## config.mk

```make
export PLATFORM = sky130hd
export DESIGN_NAME = plateau_aware_peak_detector
export DESIGN_NICKNAME = d
export VERILOG_FILES = /design/src/rtl/pkd_pkg.sv /design/src/rtl/pkd_track.sv /design/src/rtl/plateau_aware_peak_detector.sv
export SDC_FILE = /design/constraint.sdc
export NUM_CORES = 1
export LEC_CHECK = 0
export ABC_AREA = 1
export ABC_CLOCK_PERIOD_IN_PS = 2700
export BUFFER_PORTS_ARGS = -buffer_cell sky130_fd_sc_hd__buf_2
export CORE_UTILIZATION = 47
export DETAILED_ROUTE_END_ITERATION = 16
export GPL_TIMING_DRIVEN = 0
export HOLD_SLACK_MARGIN = 0.05
export PLACE_DENSITY = 0.77
export SLEW_MARGIN = 15
export SYNTH_ARGS = -nofsm -noshare
export SYNTH_HDL_FRONTEND = slang
export SYNTH_SLANG_ARGS = --single-unit
```

## constraint.sdc

```tcl
create_clock -name clock -period 2.7 [get_ports clock]
set_clock_uncertainty 0.05 [all_clocks]
set_input_delay 0 -clock clock [delete_from_list [all_inputs] [get_ports clock]]
set_output_delay 0 -clock clock [all_outputs]
set_load 0.02 [all_outputs]
```

## src/rtl/pkd_pkg.sv

```systemverilog
`default_nettype none
// ----------------------------------------------------------------------------
// pkd_pkg
// Shared types and constants of the plateau-aware peak detector.
// ----------------------------------------------------------------------------
package pkd_pkg;

   // frame and sample sizing
   localparam int MAX_FRAME   = 4096;
   localparam int SAMPLE_BITS = 16;

   // port widths fixed by the interface
   localparam int SAMPLE_W = 16;
   localparam int OUT_W    = 12;

   // internal index width follows the frame limit
   localparam int INDEX_W = (MAX_FRAME > 1) ? $clog2(MAX_FRAME) : 1;
   localparam logic [INDEX_W-1:0] INDEX_LAST = INDEX_W'(MAX_FRAME - 1);

   // only the low SAMPLE_BITS bits of a sample take part in compares
   localparam logic [SAMPLE_W-1:0] SAMPLE_MASK =
      SAMPLE_W'((64'd1 << SAMPLE_BITS) - 64'd1);

   // three-way slope tracking
   typedef enum logic [1:0] {
      TREND_FALLING = 2'd0,
      TREND_RISING  = 2'd1,
      TREND_LEVEL   = 2'd2
   } trend_type;

   // peak report from the tracker to the output stage
   typedef struct packed {
      logic             hit;
      logic             wide;
      logic [OUT_W-1:0] start_idx;
      logic [OUT_W-1:0] end_idx;
   } peak_type;

endpackage
`default_nettype wire

```

## src/rtl/pkd_track.sv

```systemverilog
`default_nettype none
// ----------------------------------------------------------------------------
// pkd_track
// Slope tracker: holds the previous sample, trend, plateau start and index,
// and decides combinationally whether the current word ends a peak.
// ----------------------------------------------------------------------------
module pkd_track
   import pkd_pkg::*;
(
   input  wire logic                clock,
   input  wire logic                reset,
   input  wire logic                step,
   input  wire logic [SAMPLE_W-1:0] sample,
   input  wire logic                frame_start,
   input  wire logic [SAMPLE_W-1:0] threshold,
   output peak_type                 peak
);

   logic [SAMPLE_W-1:0] prev_ff, prev_in;
   logic                have_prev_ff, have_prev_in;
   trend_type           trend_ff, trend_in;
   logic [INDEX_W-1:0]  plat_ff, plat_in;
   logic [INDEX_W-1:0]  index_ff, index_in;

   logic [SAMPLE_W-1:0] cur;
   logic [SAMPLE_W-1:0] thr;
   logic                restart;
   logic                fall;
   logic                level;
   logic                above;

   // masked operands
   assign cur     = sample & SAMPLE_MASK;
   assign thr     = threshold & SAMPLE_MASK;
   assign restart = frame_start || !have_prev_ff;
   assign fall    = cur < prev_ff;
   assign level   = cur == prev_ff;
   assign above   = prev_ff > thr;

   // peak decision and next state
   always_comb begin
      prev_in      = prev_ff;
      have_prev_in = have_prev_ff;
      trend_in     = trend_ff;
      plat_in      = plat_ff;
      index_in     = index_ff;

      peak.hit       = 1'b0;
      peak.wide      = (trend_ff == TREND_LEVEL);
      peak.start_idx = (trend_ff == TREND_LEVEL) ? OUT_W'(plat_ff) : OUT_W'(index_ff);
      peak.end_idx   = OUT_W'(index_ff);

      if (restart) begin
         have_prev_in = 1'b1;
         prev_in      = cur;
         trend_in     = TREND_FALLING;
         plat_in      = '0;
         index_in     = '0;
      end else begin
         if (fall) begin
            peak.hit = above &&
                       ((trend_ff == TREND_RISING) || (trend_ff == TREND_LEVEL));
            trend_in = TREND_FALLING;
         end else if (level) begin
            if (trend_ff == TREND_RISING) begin
               plat_in  = index_ff;
               trend_in = TREND_LEVEL;
            end
         end else begin
            trend_in = TREND_RISING;
         end
         prev_in = cur;
         // index saturates at the last frame position
         if (index_ff != INDEX_LAST) begin
            index_in = index_ff + INDEX_W'(1);
         end
      end
   end

   // tracker state
   always_ff @(posedge clock) begin
      if (reset) begin
         prev_ff      <= '0;
         have_prev_ff <= 1'b0;
         trend_ff     <= TREND_FALLING;
         plat_ff      <= '0;
         index_ff     <= '0;
      end else if (step) begin
         prev_ff      <= prev_in;
         have_prev_ff <= have_prev_in;
         trend_ff     <= trend_in;
         plat_ff      <= plat_in;
         index_ff     <= index_in;
      end
   end

endmodule
`default_nettype wire

```

## src/rtl/plateau_aware_peak_detector.sv

```systemverilog
`default_nettype none
// ----------------------------------------------------------------------------
// plateau_aware_peak_detector
// Streams amplitude samples and reports sharp and plateau peaks above a
// programmable threshold.
//
//   channel  direction  handshake             payload
//   req      in         req_valid/req_ready   req_sample, req_frame_start
//   rsp      out        rsp_valid/rsp_ready   rsp_peak_is_wide, rsp_peak_start,
//                                             rsp_peak_end
//   csr      in         csr_valid/csr_ready   csr_data (threshold)
//
// One word per cycle sustained while the result is not stalled; a word enters
// the input register, then the tracker compares it with the stored previous
// sample and loads any peak into the result register.
// A stalled result holds the pipeline; an empty input register can still
// take one word while the result register waits. Synchronous reset clears the
// tracker, the valid flags and the threshold (to zero); no ready during reset.
// ----------------------------------------------------------------------------
module plateau_aware_peak_detector
   import pkd_pkg::*;
(
   input  wire logic                clock,
   input  wire logic                reset,
   // input words
   input  wire logic                req_valid,
   output      logic                req_ready,
   input  wire logic [SAMPLE_W-1:0] req_sample,
   input  wire logic                req_frame_start,
   // peak reports
   output      logic                rsp_valid,
   input  wire logic                rsp_ready,
   output      logic                rsp_peak_is_wide,
   output      logic [OUT_W-1:0]    rsp_peak_start,
   output      logic [OUT_W-1:0]    rsp_peak_end,
   // threshold write
   input  wire logic                csr_valid,
   output      logic                csr_ready,
   input  wire logic [SAMPLE_W-1:0] csr_data
);

   logic                in_vld_ff;
   logic [SAMPLE_W-1:0] in_sample_ff;
   logic                in_start_ff;
   logic [SAMPLE_W-1:0] thr_ff;
   logic                out_vld_ff;
   logic                out_wide_ff;
   logic [OUT_W-1:0]    out_start_ff;
   logic [OUT_W-1:0]    out_end_ff;

   logic                move;
   peak_type            peak;

   // pipeline advance when the result register is free or being drained
   assign move      = in_vld_ff && (!out_vld_ff || rsp_ready);
   assign req_ready = !reset && (!in_vld_ff || move);
   assign csr_ready = !reset;

   // threshold register
   always_ff @(posedge clock) begin
      if (reset) begin
         thr_ff <= '0;
      end else if (csr_valid) begin
         thr_ff <= csr_data;
      end
   end

   // input register
   always_ff @(posedge clock) begin
      if (reset) begin
         in_vld_ff <= 1'b0;
      end else if (req_ready) begin
         in_vld_ff <= req_valid;
      end
   end

   always_ff @(posedge clock) begin
      if (req_valid && req_ready) begin
         in_sample_ff <= req_sample;
         in_start_ff  <= req_frame_start;
      end
   end

   // slope tracker
   pkd_track u_track (
      .clock       (clock),
      .reset       (reset),
      .step        (move),
      .sample      (in_sample_ff),
      .frame_start (in_start_ff),
      .threshold   (thr_ff),
      .peak        (peak)
   );

   // result register
   always_ff @(posedge clock) begin
      if (reset) begin
         out_vld_ff <= 1'b0;
      end else if (move) begin
         out_vld_ff <= peak.hit;
      end else if (rsp_ready) begin
         out_vld_ff <= 1'b0;
      end
   end

   always_ff @(posedge clock) begin
      if (move && peak.hit) begin
         out_wide_ff  <= peak.wide;
         out_start_ff <= peak.start_idx;
         out_end_ff   <= peak.end_idx;
      end
   end

   assign rsp_valid        = out_vld_ff;
   assign rsp_peak_is_wide = out_wide_ff;
   assign rsp_peak_start   = out_start_ff;
   assign rsp_peak_end     = out_end_ff;

endmodule
`default_nettype wire

```

### After elaboration in Yosys (flattened, before gate mapping)

Index checks and enable logic that the tools add are counted.

| cells by class | value |
|---|---|
| $lt $le $gt $ge | 2 |
| $add $sub $neg | 1 |
| reductions and logical operators | 21 |
| multiplexer cells | 15 |
| eq/ne operators | 6 |

Operators with widths:

| cell | number |
|---|---|
| $mux W12 | 7 |
| $eq A16 B16 Y1 | 1 |
| $gt A16 B16 Y1 | 1 |
| $lt A16 B16 Y1 | 1 |
| $add A12 B1 Y12 const B | 1 |
| $ne A12 B12 Y1 const B | 1 |
| $mux W2 | 4 |
| $reduce_bool A2 Y1 | 4 |
| $reduce_and A2 Y1 | 3 |
| $logic_and A1 B1 Y1 | 5 |
| $logic_not A1 Y1 | 4 |
| $logic_or A1 B1 Y1 | 4 |
| $mux W1 | 4 |
| $ne A4 B2 Y1 const B | 1 |
| $reduce_and A4 Y1 | 1 |
| $eq A2 B1 Y1 const B | 1 |
| $eq A2 B2 Y1 const B | 1 |
| $ne A2 B1 Y1 const B | 1 |

| storage, ports and cells | value |
|---|---|
| register bits | 103 |
| input bits | 38 |
| output and inout bits | 28 |
| word-level logic and storage cells | 58 |

### Depth between registers and ports, before layout

| depth | value |
|---|---|
| word-level depth | 6 |
| mapped depth | 15 |
| gate-level depth less buffers | 15 |

### Hierarchy

A second synthesis with hierarchy kept.

| second synthesis, totals | value |
|---|---|
| cells, all modules | 529 |
| area total of the unflattened synthesis | 4697.0 µm² |

By module, submodules not included:

| module | area each (µm²) | instances | cells an instance |
|---|---|---|---|
| pkd_track | 2778.9 | 1 | 400 |
| plateau_aware_peak_detector | 1918.1 | 1 | 129 |

### Least setup slack after synthesis

Ideal clock, no wire load.

| timing | value |
|---|---|
| kind | register to register |
| start point | reg in_sample_ff[15] |
| end point | reg out_end_ff[0] (netlist: rsp_peak_end[0]), enable pin |
| library setup time | 0.408 ns |
| buffers on the path | 0 |
| setup slack | -0.041 ns |
| stages on the path, launching flop included | 7 |
| arrival | 2.282 ns |
| cell sequence | edfxtp_1 ha_1 a21oi_1 o21ai_1 a21oi_2 nand4_1 nor2_1 |

| between the ends | value |
|---|---|
| longest elaborated chain between the ends | 4 |

RTL lines:

| what | line | RTL |
|---|---|---|
| start, declared | plateau_aware_peak_detector.sv:43 | `logic [SAMPLE_W-1:0] in_sample_ff;` |
| start signal, assigned | plateau_aware_peak_detector.sv:79 | `in_sample_ff <= req_sample;` |
| $lt A16 B16 Y1 | pkd_track.sv:36 | `assign fall = cur < prev_ff;` |
| $mux W1 | pkd_track.sv:60 | `if (fall) begin` |
| $mux W1 | pkd_track.sv:53 | `if (restart) begin` |
| $logic_and A1 B1 Y1 | plateau_aware_peak_detector.sv:107 | `if (move && peak.hit) begin` |
| end signal, assigned | plateau_aware_peak_detector.sv:110 | `out_end_ff <= peak.end_idx;` |
| end, declared | plateau_aware_peak_detector.sv:49 | `logic [OUT_W-1:0] out_end_ff;` |

No other way between the ends.
A chain may end at the register's enable or synchronous reset.

### Final worst setup path

| timing | value |
|---|---|
| start point | reg in_sample_ff[11] |
| end point | reg out_wide_ff (netlist: rsp_peak_is_wide), enable pin |

| between the ends | value |
|---|---|
| longest elaborated chain between the ends | 4 |

RTL lines:

| what | line | RTL |
|---|---|---|
| $lt A16 B16 Y1 | pkd_track.sv:36 |  |
| $mux W1 | pkd_track.sv:60 |  |
| $mux W1 | pkd_track.sv:53 |  |
| $logic_and A1 B1 Y1 | plateau_aware_peak_detector.sv:107 |  |
| end signal, assigned | plateau_aware_peak_detector.sv:108 | `out_wide_ff <= peak.wide;` |
| end, declared | plateau_aware_peak_detector.sv:47 | `logic out_wide_ff;` |

No other way between the ends.

==> flow_summary_export.csv <==
group,metric,value,unit
clocking,cts_htree_levels,3,
drt,drtIter0Drc,224,
floorplanning,start_util,48.8,%
floorplanning,fp-row-count,36,
min_path,hp-class,"input port to register",
drt,drc,0,
sta,rsz0062_at_grt,"false",
critical_path,path_buf_inv,0,
finish,final_util,59.8,%
critical_path,reg2reg_from,"in_sample_ff[11]",
critical_path,r2r-end,"rsp_peak_is_wide",
grt,grt_use_met2,37.4,%
run_status,status,"complete, no violations",
min_path,min_to,"thr_ff[1]",
clocking,clk_latency,0.37,ns
pwr,p_leak,0.00228,uW
synth,yosys_register_bits,103,
synth,yosysUniqueCellTypes,36,
sta,fin_crit,2.50,ns
critical_path,crit_path_cell_trace,"ha_1 -> a21oi_1 -> nand2_1 -> a21oi_2 -> nand4_1 -> nor2_4",
critical_path,rr_worst_depth,6,
synth,synth_area_leader_cell,"edfxtp_1",
critical_path,path_delay_family,"simple AND/OR/NAND/NOR gates",
synth,synthArstFlopShare,0,%
drt,drtPass1Iterations,4,
sta,min_period_over_period,92.5,%
finish,fillerInstances,829,
finish,area_growth,22.4,%
finish,num_antenna_cells,0,
critical_path,crit_fanout,26,
critical_path,cp_slowest_cell,"nor2_4",
clocking,cts_setup_buffers,0,
grt,first_global_vias,3959,
synth,synth_edf_count,42,
drt,drt-total-wl,10600,um
drt,viasPerCell,5.19,
critical_path,crit_required,2.65,ns
synth,synth_nets,586,
drt,vias,3972,
synth,ys_top_cells_by_area,"edfxtp_1, dfxtp_1, ha_1",
place,gp_congestion,0.853,
drt,wl_per_cell,13.9,um
critical_path,worstSetupStartpointType,"register",
grt,gr-total-overflow,0,
critical_path,critPathKind,"register to register",
synth,synth_top_area_share,26.3,%
floorplanning,ios,66,
grt,grt_usage,21.8,%
finish,nets,701,
critical_path,cp_data_arrival_time,2.45,ns
clocking,clockBufferDepth,2,
pwr,power,2980,uW
drt,ant_nets,0,
sta,max_slew_margin,46.4,%
floorplanning,core_area,0.00982,sq mm
pwr,p_per_area,508,mW/mm^2
synth,syn_inst,513,
place,port_buffers,65,
sta,final_hold_viol_count,0,
clocking,cts_inserted_buffers,9,
min_path,min_from,"csr_valid",
pwr,peakVddDrop,0.338,mV
synth,netlist_area,0.00479,sq mm
place,dpl.hpwl,7630,um
floorplanning,die_area,0.0106,sq mm
sta,worstMarginPinSlew,0.803,ns
min_path,holdPathStages,4,
clocking,clock-sinks,103,
finish,drive_gt1_share,19.3,%
sta,slew_violations,0,
critical_path,worst-r2r-setup-slack,0.20,ns
critical_path,crit_path_end_kind,"register",
synth,yosysSeqAreaShare,51.8,%
grt,antenna_found_initial,0,
sta,fmax,400,MHz
synth,syn_area_per_cell,9.35,sq um
grt,top_usage_layer,"met2",
grt,grt_use_met3,4.75,%
sta,setup_viol,0,
synth,synth-warning-count,0,
critical_path,max_stage_delay,0.58,ns
synth,synth_ff_type,"dfxtp_1",
grt,grt_max_degree,27,
clocking,cts_tree,"done",
clocking,clk_pin_slew_worst_paths,0.11,ns
flow_run,cap_violations,0,
grt,use_met1,26.3,%
floorplanning,dieHeight,103,um
clocking,clock-root-buffer,"clkbuf_8",
floorplanning,fp.dieW,103,um
grt,grt_pass1_wl,17800,um
==> stage by stage <==
stage | TNS (ns) | hold slack [ns] | area [sq um] | cells | setup WS (ns)
after floorplan | 0 | 0.0230 | 4800 | 513 | 0.366
after global placement | -1.05 | 0.126 | 5290 | 711 | -0.0438
after detailed placement | -3.42 | 0.128 | 5290 | 711 | -0.137
after CTS | 0 | 0.153 | 5870 | 766 | 0.214
after global routing | 0 | 0.197 | 5870 | 766 | 0.0928
final | 0 | 0.209 | 5870 | 766 | 0.202
==> synthesized netlist by cell type, types with 3 or more instances <==
cell and number:
a21oi_1 70, nand2_1 68, inv_1 65, dfxtp_1 61, o21ai_0 47, edfxtp_1 42, ha_1 35, nor2_1 34
nand4_1 18, clkbuf_1 14, nand2_2 6, nand3_1 6, inv_2 4, o21ai_1 4, a211oi_2 3, nand3_2 3
nor2_2 3, nor3_2 3
==> worst reg2reg max path, stage by stage, from the launching register on <==
cell	delay [ns]
edfxtp_1	0.42
ha_1	0.35
a21oi_1	0.17
nand2_1	0.09
a21oi_2	0.26
nand4_1	0.19
nor2_4	0.58
==> cells in the final DEF (no fill, tap or decap), types with 2 or more instances in the layout <==
cell type,n
a21oi_1,70
nand2_1,68
inv_1,65
buf_2,65
dfxtp_1,61
o21ai_0,47
edfxtp_1,42
dlygate4sd3_1,39
ha_1,35
nor2_1,32
nand4_1,18
clkbuf_1,15
clkbuf_8,9
nand2_2,6
nand3_1,6
nor2_2,4
o21ai_1,4
inv_2,4
nor2_4,3
nand3_2,3
nor3_2,3
a211oi_2,3
a21oi_2,2
nor2_8,2
inv_4,2
nor3_1,2
nand2_4,2
xor2_1,2
buf_6,2
buf_4,2
inv_6,2
clkinv_4,2
==> report_power, final <==
group	internal, uW	total [uW]	switching [uW]	leakage, uW
Sequential	1670	1700	29.6	0.000859
Clock	352	905	553	0.0000894
Combinational	164	383	218	0.00133
==> area by class of cell <==
cell class	instances	area [sq um]	area share [%]
plain buffers	19	110	1.88
clock buffers	10	128	2.17
clock inverters	6	53.8	0.917
inverters	72	275	4.69
multi-input cells	319	1940	33.0
flip-flops and latches	103	2480	42.3
well taps	133	166	2.84
repair buffers	104	716	12.2
==> flip-flops by register name, summed over array words and instances, names as in the netlist, 2 cells and up <==
signal	flops
in_sample_ff	16
thr_ff	16
u_track.prev_ff	16
rsp_peak_end	12
rsp_peak_start	12
u_track.index_ff	12
u_track.plat_ff	12
u_track.trend_ff	2
==> worst max-delay path by stage <==
stage                startpoint                 to  cells after the start
5_1_grt         in_sample_ff[9]  rsp_peak_start[4]                      8
4_1_cts        in_sample_ff[11]  rsp_peak_start[6]                      6
3_5_place_dp   in_sample_ff[11]   rsp_peak_is_wide                      6
6_report       in_sample_ff[11]   rsp_peak_is_wide                      6
2_1_floorplan  in_sample_ff[15]    rsp_peak_end[0]                      6
3_3_place_gp   in_sample_ff[11]    rsp_peak_end[8]                      6
==> logic make-up after synthesis <==
family | Yosys count | share of synthesized area, %
AND/OR/NAND/NOR | 152 | 16.1
flip-flops | 103 | 51.8
XOR/XNOR | 2 | 0.365
adder cells (fa/ha/maj) | 35 | 9.13
buffers and inverters | 91 | 8.04
AO/OA/AOI/OAI | 130 | 14.6
==> what timing repair did <==
item	4_1_cts	5_1_grt
hold buffers	39	0
hold endpoints to repair	40	0
endpoints found under the setup margin	26	0
gates resized for setup	1	0
==> metal layers <==
metal / wire length [um] / share of wire, %
met1: 4620 / 44
met2: 5240 / 49
met3: 493 / 4.6
met4: 264 / 2.5
met5: 0 / 0
Power figures use the tool's default switching activity.
